===== src/rtl/u8d_pkg.sv =====
// ----------------------------------------------------------------------------
// u8d_pkg: shared types and constants for the UTF-8 stream decoder
// Lead byte classes, field widths and the struct that carries one
// decoded beat from the step logic to the result register.
// ----------------------------------------------------------------------------
package u8d_pkg;

  localparam int unsigned ByteW = 8;
  localparam int unsigned CpW   = 21;
  localparam int unsigned LeftW = 2;

  localparam logic [CpW-1:0] BadLeadCp = CpW'(8'h3F);

  typedef enum logic [2:0] {
    LEAD_ONE,
    LEAD_TWO,
    LEAD_THREE,
    LEAD_FOUR,
    LEAD_BAD
  } lead_class_t;

  typedef struct packed {
    logic           emit;
    logic [CpW-1:0] code_point;
    logic           bad_lead;
    logic           cut_short;
    logic           text_done;
  } step_res_t;

  function automatic lead_class_t classify_lead(input logic [ByteW-1:0] b);
    lead_class_t c;
    priority if ((b & 8'h80) == 8'h00) c = LEAD_ONE;
    else if ((b & 8'hE0) == 8'hC0)     c = LEAD_TWO;
    else if ((b & 8'hF0) == 8'hE0)     c = LEAD_THREE;
    else if ((b & 8'hF8) == 8'hF0)     c = LEAD_FOUR;
    else                               c = LEAD_BAD;
    return c;
  endfunction

  // Pad a partial value with the zero bits of the missing continuation bytes.
  function automatic logic [CpW-1:0] pad_missing(input logic [CpW-1:0] v,
                                                  input logic [LeftW-1:0] left);
    logic [CpW-1:0] r;
    unique case (left)
      2'd0:    r = v;
      2'd1:    r = v << 6;
      2'd2:    r = v << 12;
      default: r = v << 18;
    endcase
    return r;
  endfunction

endpackage


===== src/rtl/u8d_in_reg.sv =====
// ----------------------------------------------------------------------------
// u8d_in_reg: input register stage
// Capture one text beat and hold it until the step logic consumes it.
// ----------------------------------------------------------------------------
module u8d_in_reg (
  input  logic                     clk,
  input  logic                     rst,
  input  logic                     text_valid,
  output logic                     text_stall,
  input  logic [u8d_pkg::ByteW-1:0] text_byte,
  input  logic                     end_of_text,
  input  logic                     take,
  output logic                     held_valid,
  output logic [u8d_pkg::ByteW-1:0] held_byte,
  output logic                     held_last
);
  import u8d_pkg::*;

  // Hold while a beat sits here that the step logic cannot yet consume.
  assign text_stall = held_valid && !take;

  always_ff @(posedge clk) begin
    if (rst) begin
      held_valid <= 1'b0;
    end else if (!held_valid || take) begin
      held_valid <= text_valid;
    end
  end

  always_ff @(posedge clk) begin
    if (text_valid && !text_stall) begin
      held_byte <= text_byte;
      held_last <= end_of_text;
    end
  end

endmodule


===== src/rtl/u8d_step.sv =====
// ----------------------------------------------------------------------------
// u8d_step: single-byte decode step
// Class the byte or shift it in, and work out the next sequence state and
// the code point, if any, that this byte completes.
// ----------------------------------------------------------------------------
module u8d_step (
  input  logic [u8d_pkg::ByteW-1:0] b,
  input  logic                      last,
  input  logic [u8d_pkg::LeftW-1:0] bytes_left,
  input  logic [u8d_pkg::CpW-1:0]   partial_value,
  output logic [u8d_pkg::LeftW-1:0] bytes_left_next,
  output logic [u8d_pkg::CpW-1:0]   partial_value_next,
  output u8d_pkg::step_res_t        res
);
  import u8d_pkg::*;

  lead_class_t    cls;
  logic [CpW-1:0] shifted;
  logic [CpW-1:0] gathered;
  logic [LeftW-1:0] left_after;

  assign cls     = classify_lead(b);
  assign shifted = {partial_value[CpW-7:0], b[5:0]};

  always_comb begin
    res                = '0;
    gathered           = partial_value;
    left_after         = bytes_left;
    bytes_left_next    = bytes_left;
    partial_value_next = partial_value;

    if (bytes_left == '0) begin
      unique case (cls)
        LEAD_ONE: begin
          res.emit       = 1'b1;
          res.code_point = CpW'(b);
          res.text_done  = last;
          left_after     = '0;
        end
        LEAD_TWO: begin
          gathered   = CpW'(b & 8'h1F);
          left_after = 2'd1;
        end
        LEAD_THREE: begin
          gathered   = CpW'(b & 8'h0F);
          left_after = 2'd2;
        end
        LEAD_FOUR: begin
          gathered   = CpW'(b & 8'h07);
          left_after = 2'd3;
        end
        default: begin
          res.emit       = 1'b1;
          res.code_point = BadLeadCp;
          res.bad_lead   = 1'b1;
          res.text_done  = last;
          left_after     = '0;
        end
      endcase
    end else begin
      gathered   = shifted;
      left_after = bytes_left - 2'd1;
      if (left_after == '0) begin
        res.emit       = 1'b1;
        res.code_point = shifted;
        res.text_done  = last;
      end
    end

    if (left_after != '0) begin
      if (last) begin
        res.emit           = 1'b1;
        res.code_point     = pad_missing(gathered, left_after);
        res.cut_short      = 1'b1;
        res.text_done      = 1'b1;
        bytes_left_next    = '0;
        partial_value_next = '0;
      end else begin
        bytes_left_next    = left_after;
        partial_value_next = gathered;
      end
    end else begin
      bytes_left_next    = '0;
      partial_value_next = '0;
    end
  end

endmodule


===== src/rtl/utf8_stream_decoder.sv =====
// ----------------------------------------------------------------------------
// utf8_stream_decoder: byte-at-a-time UTF-8 to code point decoder
// Input register, combinational decode step with sequence state, result register.
// ----------------------------------------------------------------------------
// Feed the text one byte per beat on the text channel, with end_of_text high
// on the final byte; one code point beat leaves on the cp channel for every
// completed character. The block takes a byte every cycle: each byte is
// decoded against the open-sequence state while it sits in the input
// register, and the code point it completes is loaded into the result
// register at the next edge, so a code point is offered in the cycle after its
// final byte is taken. Throughput is one byte per clock for as long as the
// result side keeps up; while a result is held off, a byte that completes a
// character waits in the input register and the text channel stalls in that
// same cycle. Continuation bytes are taken without checking their top bits,
// and overlong or surrogate forms pass through. A byte that cannot start a
// sequence yields 0x3F with bad_lead set. If the text ends inside a sequence
// the missing bits read as zero and the code point carries cut_short and
// text_done; after the final byte the sequence state is back at reset.
module utf8_stream_decoder (
  input  logic                      clk,
  input  logic                      rst,
  input  logic                      text_valid,
  output logic                      text_stall,
  input  logic [u8d_pkg::ByteW-1:0] text_byte,
  input  logic                      end_of_text,
  output logic                      cp_valid,
  input  logic                      cp_stall,
  output logic [u8d_pkg::CpW-1:0]   code_point,
  output logic                      bad_lead,
  output logic                      cut_short,
  output logic                      text_done
);
  import u8d_pkg::*;

  logic             held_valid;
  logic [ByteW-1:0] held_byte;
  logic             held_last;
  logic             take;

  // Open-sequence state.
  logic [LeftW-1:0] bytes_left;
  logic [LeftW-1:0] bytes_left_next;
  logic [CpW-1:0]   partial_value;
  logic [CpW-1:0]   partial_value_next;

  step_res_t res;

  u8d_in_reg u_in_reg (
    .clk         (clk),
    .rst         (rst),
    .text_valid  (text_valid),
    .text_stall  (text_stall),
    .text_byte   (text_byte),
    .end_of_text (end_of_text),
    .take        (take),
    .held_valid  (held_valid),
    .held_byte   (held_byte),
    .held_last   (held_last)
  );

  u8d_step u_step (
    .b                  (held_byte),
    .last               (held_last),
    .bytes_left         (bytes_left),
    .partial_value      (partial_value),
    .bytes_left_next    (bytes_left_next),
    .partial_value_next (partial_value_next),
    .res                (res)
  );

  // Consume the held beat unless it completes a character and the result
  // register is still full and stalled. Bytes mid-sequence always advance.
  assign take = held_valid && (!res.emit || !cp_valid || !cp_stall);

  // Advance the sequence state on every consumed beat.
  always_ff @(posedge clk) begin
    if (rst) begin
      bytes_left    <= '0;
      partial_value <= '0;
    end else if (take) begin
      bytes_left    <= bytes_left_next;
      partial_value <= partial_value_next;
    end
  end

  // Result register: load on a completing beat, drop once delivered.
  always_ff @(posedge clk) begin
    if (rst) begin
      cp_valid <= 1'b0;
    end else if (take && res.emit) begin
      cp_valid <= 1'b1;
    end else if (!cp_stall) begin
      cp_valid <= 1'b0;
    end
  end

  always_ff @(posedge clk) begin
    if (take && res.emit) begin
      code_point <= res.code_point;
      bad_lead   <= res.bad_lead;
      cut_short  <= res.cut_short;
      text_done  <= res.text_done;
    end
  end

  // Partial value never holds more bits than the bytes taken so far allow.
  a_partial_width : assert property (@(posedge clk) disable iff (rst)
    (bytes_left == 2'd0 -> partial_value == '0) &&
    (bytes_left == 2'd1 -> partial_value[CpW-1:15] == '0) &&
    (bytes_left == 2'd2 -> partial_value[CpW-1:9] == '0) &&
    (bytes_left == 2'd3 -> partial_value[CpW-1:3] == '0))
    else $error("partial value wider than the gathered bits");

  // A consumed final byte always closes the sequence.
  a_end_closes : assert property (@(posedge clk) disable iff (rst)
    take && held_last |=> bytes_left == '0 && partial_value == '0)
    else $error("sequence left open after the final byte");

  // A bad lead beat carries the replacement value and no cut-short flag.
  a_bad_lead : assert property (@(posedge clk) disable iff (rst)
    cp_valid && bad_lead |-> code_point == BadLeadCp && !cut_short)
    else $error("bad lead beat malformed");

  // A cut-short beat is always the last of its text.
  a_cut_done : assert property (@(posedge clk) disable iff (rst)
    cp_valid && cut_short |-> text_done && !bad_lead)
    else $error("cut-short beat not marked as end of text");

endmodule

===== config.mk =====
export PLATFORM = sky130hd
export DESIGN_NAME = utf8_stream_decoder
export DESIGN_NICKNAME = d
export VERILOG_FILES = /design/src/rtl/u8d_pkg.sv /design/src/rtl/u8d_in_reg.sv /design/src/rtl/u8d_step.sv /design/src/rtl/utf8_stream_decoder.sv
export SDC_FILE = /design/constraint.sdc
export NUM_CORES = 1
export LEC_CHECK = 0
export BUFFER_PORTS_ARGS = -buffer_cell sky130_fd_sc_hd__buf_2
export CAP_MARGIN = 20
export CORE_MARGIN = 8
export CORE_UTILIZATION = 40
export CTS_CLUSTER_SIZE = 25
export DETAILED_ROUTE_END_ITERATION = 7
export PLACE_DENSITY_LB_ADDON = 0.12
export SLEW_MARGIN = 20
export SYNTH_ARGS = -nofsm -noshare
export SYNTH_HDL_FRONTEND = slang
export SYNTH_SLANG_ARGS = --single-unit

===== constraint.sdc =====
create_clock -name clk -period 3.2 [get_ports clk]
set_input_delay 0 -clock clk [delete_from_list [all_inputs] [get_ports clk]]
set_output_delay 0 -clock clk [all_outputs]
set_load 0.01 [all_outputs]

; Yosys cells after proc, flatten, opt, wreduce, memory -nomap -nowiden
; Index checks and enable logic that the tools add are counted.
[totals]
latch_bits = 0
elab_cells = 67
mem_bits_ro = 0
input_bits = 13
mem_count = 0
ramBits = 0
ff_bits = 58
output_inout_bits = 26
[op_classes]
div_mod_pow = 0
order_cmp = 0
n_addsub = 1
reduce_logical = 21
n_mux = 26
n_eq_ne = 9
shifts = 0
multipliers = 0
bitwise = 0
[op_table]
columns = cell, n
row1 = one-hot mux 21 bit (3 select lines), 2
row2 = 2-to-1 mux 22 bit, 4
row3 = 2-to-1 mux 21 bit, 3
row4 = one-hot mux 22 bit (2 select lines), 1
row5 = 2-to-1 mux 3 bit, 4
row6 = zero test 8 bit, 1
row7 = 2-to-1 mux 2 bit, 4
row8 = 2-to-1 mux 1 bit, 7
row9 = "== test 3 x 2 -> 1 bit, second input constant", 2
row10 = zero test 1 bit, 6
row11 = zero test 2 bit, 3
row12 = one-hot mux 2 bit (3 select lines), 1
row13 = "== test 5 bit, second input constant", 1
row14 = "== test 4 bit, second input constant", 1
row15 = logical AND 1 bit, 4
row16 = OR reduction 4 bit, 1
row17 = "== test 3 x 1 -> 1 bit, second input constant", 1
row18 = "== test 3 bit, second input constant", 1
row19 = zero test 3 bit, 1
row20 = logical OR 1 bit, 3
row21 = OR reduction 3 bit, 1
row22 = "== test 2 x 1 -> 1 bit, second input constant", 1
row23 = "== test 2 bit, second input constant", 1
row24 = "!= test 2 x 1 -> 1 bit, second input constant", 1
row25 = 2 further kinds, 2

; Logic depth before layout (Yosys ltp)
; Gate-level depths: netlist of the first run.
[depth]
depth_word = 20
depth_mapped = 7
depth_no_buf = 4

; Modules after synthesis
; A second synthesis of the first run with hierarchy kept.
[unflattened]
hier_cells = 294
hier_area_um2 = 3076.7
[modules_own_cells]
columns = mod, instances, cells_per_inst, area_each_um2, seq_area_each_um2
row1 = utf8_stream_decoder, 1, 129, 1810.5, 1201.2
row2 = u8d_step, 1, 152, 945.9, 0.0
row3 = u8d_in_reg, 1, 13, 320.3, 290.3

; Worst setup path before layout of the first run
; OpenSTA, ideal clock, no wires.
[synth_path]
path_kind = reg-to-reg
from = reg u_in_reg.held_byte[4] (netlist bit)
to = reg bad_lead (enable)
t_arrival_ns = 2.324
required_ns = 2.787
n_path_buf = 1
setup_slack_ns = 0.463
path_stages_with_launch = 6
synth_period_minus_slack_ns = 2.737
setup_time_ns = 0.413
cell_sequence = edfxtp_1 buf_2 nand3_2 a21o_1 a21o_1 a21oi_1
[synth_via]
elab_chain_cells = 16
word_cells_on_any_way = 23
cone_classes = 5 x eq/ne / 10 x mux / 8 x reduce/logical
[synth_lines]
columns = item, line
row1 = start: declaration, u8d_in_reg.sv:14  ; output logic [u8d_pkg::ByteW-1:0] held_byte,
row2 = start signal: assignment, u8d_in_reg.sv:32  ; held_byte <= text_byte;
row3 = == test 5 bit, u8d_pkg.sv:35  ; else if ((b & 8'hF8) == 8'hF0) c = LEAD_FOUR;
row4 = 2-to-1 mux 3 bit, u8d_pkg.sv:35
row5 = 2-to-1 mux 3 bit (*), u8d_pkg.sv:34  ; else if ((b & 8'hF0) == 8'hE0) c = LEAD_THREE;
row6 = 2-to-1 mux 3 bit (*), u8d_pkg.sv:33  ; else if ((b & 8'hE0) == 8'hC0) c = LEAD_TWO;
row7 = 2-to-1 mux 3 bit (*), u8d_pkg.sv:32  ; priority if ((b & 8'h80) == 8'h00) c = LEAD_ONE;
row8 = == test 3 x 1 -> 1 bit or == test 3 x 2 -> 1 bit (tied branches), u8d_step.sv:33  ; unique case (cls)
row9 = OR reduction 3 bit (no source line), n/a
row10 = one-hot mux 22 bit (2 select lines), u8d_step.sv:33
row11 = 2-to-1 mux 22 bit, u8d_step.sv:32  ; if (bytes_left == '0) begin
row12 = 2-to-1 mux 22 bit, u8d_step.sv:71  ; if (last) begin
row13 = 2-to-1 mux 22 bit (*), u8d_step.sv:70  ; if (left_after != '0) begin
row14 = zero test 1 bit, utf8_stream_decoder.sv:73  ; assign take = held_valid && (!res.emit || !cp_valid || !cp_stall);
row15 = logical OR 1 bit (2 in series), utf8_stream_decoder.sv:73
row16 = logical AND 1 bit, utf8_stream_decoder.sv:73
row17 = logical AND 1 bit (*), utf8_stream_decoder.sv:98  ; if (take && res.emit) begin
row18 = end signal: assignment, utf8_stream_decoder.sv:100  ; bad_lead <= res.bad_lead;
row19 = end: declaration, utf8_stream_decoder.sv:29  ; output logic bad_lead,
; Every way passes the cells marked *; elsewhere a longest branch is shown, timed or not.
; A chain may end at the register's enable or synchronous reset.

; Worst setup path after layout of the first run
[layout_path]
from = reg u_in_reg.held_byte[5] (netlist bit)
to = reg code_point[20] (netlist bit) (enable)
[layout_via]
elab_chain_cells = 16
word_cells_on_any_way = 24
cone_classes = 6 x eq/ne / 10 x mux / 8 x reduce/logical
[layout_lines]
columns = item, line
row1 = == test 5 bit, u8d_pkg.sv:35
row2 = 2-to-1 mux 3 bit, u8d_pkg.sv:35
row3 = 2-to-1 mux 3 bit, u8d_pkg.sv:34
row4 = 2-to-1 mux 3 bit (*), u8d_pkg.sv:33
row5 = 2-to-1 mux 3 bit (*), u8d_pkg.sv:32
row6 = == test 3 x 1 -> 1 bit or == test 3 x 2 -> 1 bit (tied branches), u8d_step.sv:33
row7 = OR reduction 3 bit (no source line), n/a
row8 = one-hot mux 22 bit (2 select lines), u8d_step.sv:33
row9 = 2-to-1 mux 22 bit, u8d_step.sv:32
row10 = 2-to-1 mux 22 bit, u8d_step.sv:71
row11 = 2-to-1 mux 22 bit (*), u8d_step.sv:70
row12 = zero test 1 bit, utf8_stream_decoder.sv:73
row13 = logical OR 1 bit (2 in series), utf8_stream_decoder.sv:73
row14 = logical AND 1 bit, utf8_stream_decoder.sv:73
row15 = logical AND 1 bit (*), utf8_stream_decoder.sv:98
row16 = end signal: assignment, utf8_stream_decoder.sv:99  ; code_point <= res.code_point;
row17 = end: declaration, utf8_stream_decoder.sv:28  ; output logic [u8d_pkg::CpW-1:0] code_point,
; Marked as above.

==> results of run 1 <==
==> flip-flops by register name, summed over array words and instances, names as in the netlist <==
register / cells
code_point: 21
bytes_left: 2
text_done: 1
cp_valid: 1
partial_value: 17
cut_short: 1
u_in_reg.held_valid: 1
u_in_reg.held_byte: 8
u_in_reg.held_last: 1
bad_lead: 1
==> final timing paths <==
check,startpoint,to,slack [ps],depth (start not counted)
hold reg to reg,partial_value[5]$_SDFFE_PP0P_,partial_value[11]$_SDFFE_PP0P_,480,2
setup reg to reg,u_in_reg.held_byte[5]$_DFFE_PP_,code_point[20]$_DFFE_PP_,1060,5
setup / recovery,u_in_reg.held_byte[5]$_DFFE_PP_,code_point[20]$_DFFE_PP_,1060,5
hold / removal,cp_stall,u_in_reg.held_valid$_SDFFE_PP0N_,100,3
==> routing by layer <==
| layer | global-route usage | wire [microns] | up-vias |
|---|---|---|---|
| li1 | - | - | 1004 |
| met1 | 0.180 | 3080 | 939 |
| met2 | 0.183 | 2760 | 68 |
| met3 | 0.0334 | 309 | 13 |
| met4 | 0.0580 | 146 | 0 |
| met5 | 0 | 0 | - |
==> synth_stat cells, drive strengths merged (5+ instances only) <==
library cell  number  area [sq um]
clkbuf             7          26.3
o21ai             20           100
nand2             34           130
edfxtp            33           991
nor2              11          41.3
buf               13          86.3
a21oi             13          65.1
nand3              5          35.0
o211ai             6          45.0
dfxtp             21           420
nand2b            13          81.3
inv               12          45.0
o32ai              7          61.3
a21o              10          82.6
o31ai              5          42.5
and2               7          43.8
==> worst reg2reg max path, cell delays in order, from the launching register on <==
cell      delay (ps)
edfxtp_1         530
nand3_2          280
a21o_1           290
a21o_1           250
a21oi_2          110
buf_4            320
==> metrics by stage <==
stage | instance area (sq um) | util | setup slack (ps) | cells
2_1_floorplan | 2610 | - | 463 | 251
3_3_place_gp | 2820 | 0.444 | 1100 | 350
3_5_place_dp | 2820 | 0.444 | 1070 | 350
4_1_cts | 3030 | 0.477 | 1060 | 368
5_1_grt | 3030 | 0.477 | 914 | 368
6_report | 3030 | 0.477 | 1060 | 368
==> kinds of logic after synthesis <==
kind of cell	share of synthesized area
AO/OA/AOI/OAI	0.229
buffers and inverters	0.0604
flip-flops	0.540
multiplexers	0.0206
AND/OR/NAND/NOR	0.150
==> layout make-up <==
| cell class | count | area (sq um) | share of cell area |
|---|---|---|---|
| flip-flops and latches | 54 | 1410 | 0.466 |
| inverters | 12 | 45.0 | 0.0149 |
| clock buffers | 5 | 68.8 | 0.0227 |
| repair buffers | 52 | 320 | 0.106 |
| multi-input cells | 165 | 1050 | 0.345 |
| well taps | 77 | 96.3 | 0.0318 |
| clock inverters | 3 | 40.0 | 0.0132 |
==> where the power goes <==
part / internal, mW / switching, mW
logic: 0.0529 / 0.0762
clock network: 0.231 / 0.221
registers: 0.764 / 0.0170
total: 1.05 / 0.314
==> results.sh, run 1 <==
export IMPL_outcome="finished, final reports clean"
export IMPL_finalClockSkew_ps=3.83
export IMPL_postCtsSetupBuffers=0
export IMPL_diodes=0
export IMPL_drc=0
export IMPL_wirelength_microns=6300
export IMPL_crit_slowest_cell="edfxtp_1"
export IMPL_path_cells="nand3_2 > a21o_1 > a21o_1 > a21oi_2 > buf_4"
export IMPL_gr_usage_all_layers=0.130
export IMPL_finalNetCount=303
export IMPL_mostFrequentLayoutCell="buf_2"
export IMPL_area_growth_pct=16.0
export IMPL_cp_arrival_ps=2120
export IMPL_place_congestion=0.831
export IMPL_hpwl_microns=4420
export IMPL_whs_ps=103
export IMPL_core_area_sq_um=6350
export IMPL_htreeDepth=2
export IMPL_cp_required_ps=3180
export IMPL_routedWlPerCell_microns=17.1
export IMPL_rows=29
export IMPL_ys_flop_type="edfxtp_1"
export IMPL_first_pass_iters=5
export IMPL_cts_sinks=54
export IMPL_rsz0062_at_grt="no"
export IMPL_finalPower_mw=1.36
export IMPL_slew_headroom=0.498
export IMPL_path_delay_family="compound AO/OA/AOI/OAI gates"
export IMPL_fmax_mhz=467
export IMPL_drtAntennaViolNets=0
export IMPL_synthesis_area_sq_um=2610
export IMPL_finalMaxSlewViolations=0
export IMPL_min_period_over_period=0.669
export IMPL_fp_dieH_microns=96.8
export IMPL_synth_cell_types=45
export IMPL_setup_tns_ps=0
export IMPL_end_kind="flop"
export IMPL_drive_gt1_frac=0.213
export IMPL_worstSetupPathType="flop to flop"
export IMPL_die_w_microns=96.8
export IMPL_cts_repair_resized=0
export IMPL_powerDensity_nw_per_um2=450
export IMPL_hp_class="input pin to flop"
export IMPL_cts_max_path_buffers=2
export IMPL_initialDrtViolationCount=181
export IMPL_clk_insertion_delay_late_ps=310
export IMPL_overflow=0
export IMPL_power_leakage_nw=1.10
export IMPL_hold_violations=0
export IMPL_antenna_found_initial=0
export IMPL_cts_root_buf="clkbuf_8"
export IMPL_yosys_warnings=0
export IMPL_grt_pass1_wl_microns=10100
export IMPL_crit_path_frequent_cell="a21o_1"
export IMPL_via_per_inst=5.50
export IMPL_crit_path_start_kind="flop"
export IMPL_hold_buffers=10
export IMPL_crit_fanout=24
export IMPL_synth_nets=264
export IMPL_synthCells=251
export IMPL_max_cap_violations=0
export IMPL_final_min_clock_period_ps=2140
export IMPL_layout_common_cells="buf_2 (38), nand2_1 (33), edfxtp_1 (33)"
export IMPL_ir_drop_v=0.000262
export IMPL_numCtsBuffers=5
export IMPL_async_reset_ff_frac=0
export IMPL_initial_core_util=0.411
export IMPL_portBuffers=38
export IMPL_vias=2024
export IMPL_critical_path_buf_inv_count=1
export IMPL_final_fill_count=579
export IMPL_synth_seq_cells=54
export IMPL_synth_avg_cell_area_sq_um=10.4
export IMPL_setup_viol=0
export IMPL_cts_tree="yes"
export IMPL_dieArea_sq_um=9370
export IMPL_clkTransAtPathRegs_ps=90
export IMPL_grt_max_degree=25
export IMPL_tightest_slew_ps=752
export IMPL_synth_edff_count=33
export IMPL_ioPinCount=39
export IMPL_critPathMaxStageDelay_ps=530
export IMPL_yosysSeqAreaShare=0.540
export IMPL_grt_pass1_vias=1948
No activity file was read; power rests on OpenSTA's default activity.
==> run 2: changes to the inputs <==
==> constraint.sdc (replaced) <==
create_clock -name clk -period 2.09 [get_ports clk]
set_input_delay 0 -clock clk [delete_from_list [all_inputs] [get_ports clk]]
set_output_delay 0 -clock clk [all_outputs]
set_load 0.01 [all_outputs]
==> run 2 against run 1 <==
Net effect: sequential share of layout area fell by 1.7 points; first-iteration DRC count fell by 27%; hold slack improved by 8.2 ps; via count rose by 4.2%.
==> results.sh, run 2 (synthesized netlist as in run 1, its figures left out) <==
export IMPL_cts_sinks=54
export IMPL_max_cap_violations=0
export IMPL_grt_max_degree=25
export IMPL_via_per_inst=5.59
export IMPL_postLayoutCoreUtil=0.495
export IMPL_die_w_microns=96.8
export IMPL_cp_required_ps=2060
export IMPL_cp_arrival_ps=1860
export IMPL_cts_repair_resized=0
export IMPL_post_dp_cell_area_sq_um=2910
export IMPL_cts_max_path_buffers=2
export IMPL_numCtsBuffers=5
export IMPL_wirelength_microns=6590
export IMPL_fin_ws_ps=209
export IMPL_ir_drop_v=0.000414
export IMPL_htreeDepth=2
export IMPL_cts_root_buf="clkbuf_8"
export IMPL_met3_wirelength_microns=270
export IMPL_finalClockSkew_ps=4.77
export IMPL_outcome="finished, final reports clean"
export IMPL_worstSetupPathType="flop to flop"
export IMPL_hold_buffers=10
export IMPL_mostFrequentLayoutCell="buf_2"
export IMPL_slew_headroom=0.605
export IMPL_tightest_slew_ps=592
export IMPL_overflow=0
export IMPL_grt_pass1_vias=1998
export IMPL_setup_viol=0
export IMPL_hold_violations=0
export IMPL_first_pass_iters=5
export IMPL_ioPinCount=39
export IMPL_fin_area_sq_um=3140
export IMPL_rows=29
export IMPL_grt_pass1_wl_microns=10700
export IMPL_antenna_found_initial=0
export IMPL_hp_class="input pin to flop"
export IMPL_initialDrtViolationCount=133
export IMPL_dieArea_sq_um=9370
export IMPL_fp_dieH_microns=96.8
export IMPL_drtAntennaViolNets=0
export IMPL_crit_fanout=9
export IMPL_layout_common_cells="buf_2 (38), nand2_1 (33), edfxtp_1 (33)"
export IMPL_top_layer="met4"
export IMPL_power_leakage_nw=1.16
export IMPL_powerDensity_nw_per_um2=712
export IMPL_core_area_sq_um=6350
export IMPL_vias=2108
export IMPL_area_growth_pct=20.4
export IMPL_finalPower_mw=2.24
export IMPL_min_period_over_period=0.900
export IMPL_clk_insertion_delay_late_ps=310
export IMPL_final_fill_count=600
export IMPL_gr_usage_all_layers=0.139
export IMPL_fmax_mhz=532
export IMPL_largest_reg_flops=21
export IMPL_finalNetCount=312
export IMPL_routedWlPerCell_microns=17.5
export IMPL_hpwl_microns=4790
export IMPL_setup_tns_ps=0
export IMPL_portBuffers=38
export IMPL_initial_core_util=0.411
export IMPL_final_min_clock_period_ps=1880
export IMPL_wl_met2_microns=2980
export IMPL_postCtsSetupBuffers=0
export IMPL_drive_gt1_frac=0.237
export IMPL_place_ws_ps=233
export IMPL_place_congestion=0.876
export IMPL_met1Wirelength_microns=3270
export IMPL_regMostFlops="code_point"
export IMPL_cts_tree="yes"
export IMPL_end_kind="flop"
export IMPL_crit_path_start_kind="flop"
export IMPL_top_regs="code_point x21, partial_value x17, u_in_reg.held_byte x8"
export IMPL_rsz0062_at_grt="no"
export IMPL_diodes=0
export IMPL_clkTransAtPathRegs_ps=100
export IMPL_finalMaxSlewViolations=0
export IMPL_drc=0
-- run 2: cell count changes in the layout (fill, tap and decap cells not counted), sizes merged --
cell    before  now
bufinv       1    2
buf         42   51
clkinv       2    1
-- run 2: power breakdown --
part           internal (mW)  leakage (nW)  switching [mW]
logic                 0.0911         0.601           0.125
clock network          0.480        0.0683           0.349
registers               1.17         0.487          0.0233
total                   1.74          1.16           0.497
-- run 2: final timing paths --
| kind | from | end | slack, ps | cells past startpoint |
|---|---|---|---|---|
| worst min register to register | partial_value[5]$_SDFFE_PP0P_ | partial_value[11]$_SDFFE_PP0P_ | 480 | 2 |
| worst min-delay path | cp_stall | u_in_reg.held_valid$_SDFFE_PP0N_ | 110 | 3 |
| worst max-delay path | u_in_reg.held_byte[4]$_DFFE_PP_ | u_in_reg.held_byte[4]$_DFFE_PP_ | 210 | 4 |
| worst max register to register | u_in_reg.held_byte[4]$_DFFE_PP_ | u_in_reg.held_byte[4]$_DFFE_PP_ | 210 | 4 |
-- run 2: through the flow --
| step | std cells | hold slack [ps] |
|---|---|---|
| finish | 377 | 111 |
| CTS | 377 | 108 |
| global route | 377 | 134 |
| detailed placement | 359 | 179 |
| floorplan | 251 | 98.9 |
| global placement | 359 | 178 |
-- run 2: area by class of cell --
cell class	count	area, sq um	area share
clock buffer	5	68.8	0.0219
clock inverter	3	68.8	0.0219
inverter	12	45.0	0.0143
multi-input combinational	165	1050	0.335
sequential	54	1410	0.449
tap	77	96.3	0.0306
timing repair buffer	61	400	0.127
-- run 2: worst max-delay path, stage by stage, from the launching register on --
cell and delay, ps:
edfxtp_1 520, nand3_2 140, a21o_1 190, a21o_1 270, o21a_1 420
-- run 2: routing by layer --
layer / vias up / GRT usage
met5: - / 0
met4: 0 / 0.0379
met3: 7 / 0.0334
met2: 59 / 0.206
met1: 1023 / 0.195
li1: 1019 / -
==> run 3: changes to the inputs <==
--- a/config.mk
+++ b/config.mk
@@ -8,7 +8,7 @@
 export BUFFER_PORTS_ARGS = -buffer_cell sky130_fd_sc_hd__buf_2
 export CAP_MARGIN = 20
 export CORE_MARGIN = 8
-export CORE_UTILIZATION = 40
+export CORE_UTILIZATION = 56
 export CTS_CLUSTER_SIZE = 25
 export DETAILED_ROUTE_END_ITERATION = 7
 export PLACE_DENSITY_LB_ADDON = 0.12
==> run 3 against run 2 <==
Net effect: register-to-register slack about the same; clock skew up 4.4 ps; sequential power about the same; total power down 12%; critical path type unchanged; largest cell class unchanged.
==> results.sh, run 3 (synthesized netlist as in run 1, its figures left out) <==
export IMPL_rows=25
export IMPL_fmax_mhz=533
export IMPL_cp_arrival_ps=1920
export IMPL_clockPowerShare=0.285
export IMPL_place_congestion=0.947
export IMPL_place_ws_ps=198
export IMPL_wirelength_microns=6370
export IMPL_numCtsBuffers=5
export IMPL_p_sw_frac=0.238
export IMPL_fin_area_sq_um=3060
export IMPL_first_pass_iters=5
export IMPL_power_internal_mw=1.50
export IMPL_register_area_sq_um=1410
export IMPL_layout_common_cells="buf_2 (38), nand2_1 (33), edfxtp_1 (33)"
export IMPL_ir_drop_v=0.000472
export IMPL_end_kind="flop"
export IMPL_area_growth_pct=17.2
export IMPL_die_w_microns=84.3
export IMPL_min_from="rst"
export IMPL_post_dp_cell_area_sq_um=2880
export IMPL_crit_fanout=14
export IMPL_hp_class="input pin to flop"
export IMPL_antenna_found_initial=1
export IMPL_core_area_sq_um=4600
export IMPL_p_sw_uw=468
export IMPL_drive_gt1_frac=0.227
export IMPL_fp_dieH_microns=84.3
export IMPL_whs_ps=117
export IMPL_setup_tns_ps=0
export IMPL_slew_headroom=0.644
export IMPL_clk_insertion_delay_late_ps=310
export IMPL_mostFrequentLayoutCell="buf_2"
export IMPL_cts_root_buf="clkbuf_8"
export IMPL_multiInputGateArea_sq_um=1050
export IMPL_power_leakage_nw=1.13
export IMPL_whs_path_depth=2
export IMPL_r2r_start="bytes_left[0]$_SDFFE_PP0P_"
export IMPL_grt_max_degree=25
export IMPL_worstSetupPathType="flop to flop"
export IMPL_initialDrtViolationCount=268
export IMPL_vias=2060
export IMPL_htreeDepth=2
export IMPL_drtAntennaViolNets=0
export IMPL_cts_sinks=54
export IMPL_min_period_over_period=0.897
export IMPL_drc=0
export IMPL_dieArea_sq_um=7100
export IMPL_overflow=0
export IMPL_cts_tree="yes"
export IMPL_rsz0062_at_grt="no"
export IMPL_gr_usage_all_layers=0.184
export IMPL_setup_viol=0
export IMPL_cp_required_ps=2140
export IMPL_finalMaxSlewViolations=0
export IMPL_initial_core_util=0.568
export IMPL_cts_max_path_buffers=2
export IMPL_ioPinCount=39
export IMPL_crit_path_start_kind="flop"
export IMPL_dp_cells=336
export IMPL_routedWlPerCell_microns=17.9
export IMPL_postLayoutCoreUtil=0.666
export IMPL_finalPower_mw=1.97
export IMPL_stdcell_count=355
export IMPL_finalClockSkew_ps=9.15
export IMPL_largest_reg_flops=21
export IMPL_worst_setup_path_startpoint="bytes_left[0]$_SDFFE_PP0P_"
export IMPL_fin_ws_ps=215
export IMPL_outcome="finished, final reports clean"
export IMPL_grt_pass1_vias=2013
export IMPL_powerDensity_nw_per_um2=643
export IMPL_hpwl_microns=4480
export IMPL_finalNetCount=312
export IMPL_combinationalPowerShare=0.108
export IMPL_share_seq_of_total_power=0.607
export IMPL_tightest_slew_ps=532
export IMPL_clkTransAtPathRegs_ps=90
export IMPL_hold_violations=0
export IMPL_via_per_inst=5.80
export IMPL_top_regs="code_point x21, partial_value x17, u_in_reg.held_byte x8"
export IMPL_regMostFlops="code_point"
export IMPL_final_min_clock_period_ps=1870
export IMPL_ff2ff_path_depth=4
export IMPL_cts_repair_resized=0
export IMPL_max_cap_violations=0
export IMPL_grt_pass1_wl_microns=10600
export IMPL_portBuffers=38
export IMPL_final_fill_count=370
==> run 3: critical path, cell delays in order, from the launching register on <==
cell	delay, ps
dfxtp_1	350
buf_4	200
or2_1	350
o32ai_1	550
o21ai_0	160
==> run 3: power by group through the flow <==
stage               Combinational (mW)  Sequential [mW]  Clock (mW)
floorplan                        0.121             1.22           0
global placement                 0.198             1.22           0
detailed placement               0.197             1.22           0
CTS                              0.212             1.19       0.570
global route                     0.232             1.20       0.611
finish                           0.212             1.20       0.562
==> run 3: timing repair <==
item | in CTS | in global routing
endpoints found under the hold margin | 10 | 0
hold buffers | 10 | 0
buffers inserted | 0 | 0
==> run 3: final timing paths <==
check | end | slack [ps]
min | bytes_left[1]$_SDFFE_PP0P_ | 120
max | code_point[9]$_DFFE_PP_ | 220
max reg2reg | code_point[9]$_DFFE_PP_ | 220
min reg2reg | partial_value[12]$_SDFFE_PP0P_ | 480
==> run 3: layer usage <==
layer	global-route usage	wire [microns]	vias up
li1	-	-	1016
met5	0	0	-
met3	0.0542	573	14
met4	0.0879	159	0
met1	0.253	2870	929
met2	0.256	2760	101
==> run 3: layout make-up <==
cell class | count | share of cell area
antenna | 1 | 0.000818
clock buffer | 8 | 0.0262
inverter | 12 | 0.0147
multi-input combinational | 165 | 0.344
sequential | 54 | 0.461
tap | 54 | 0.0221
timing repair buffer | 61 | 0.131
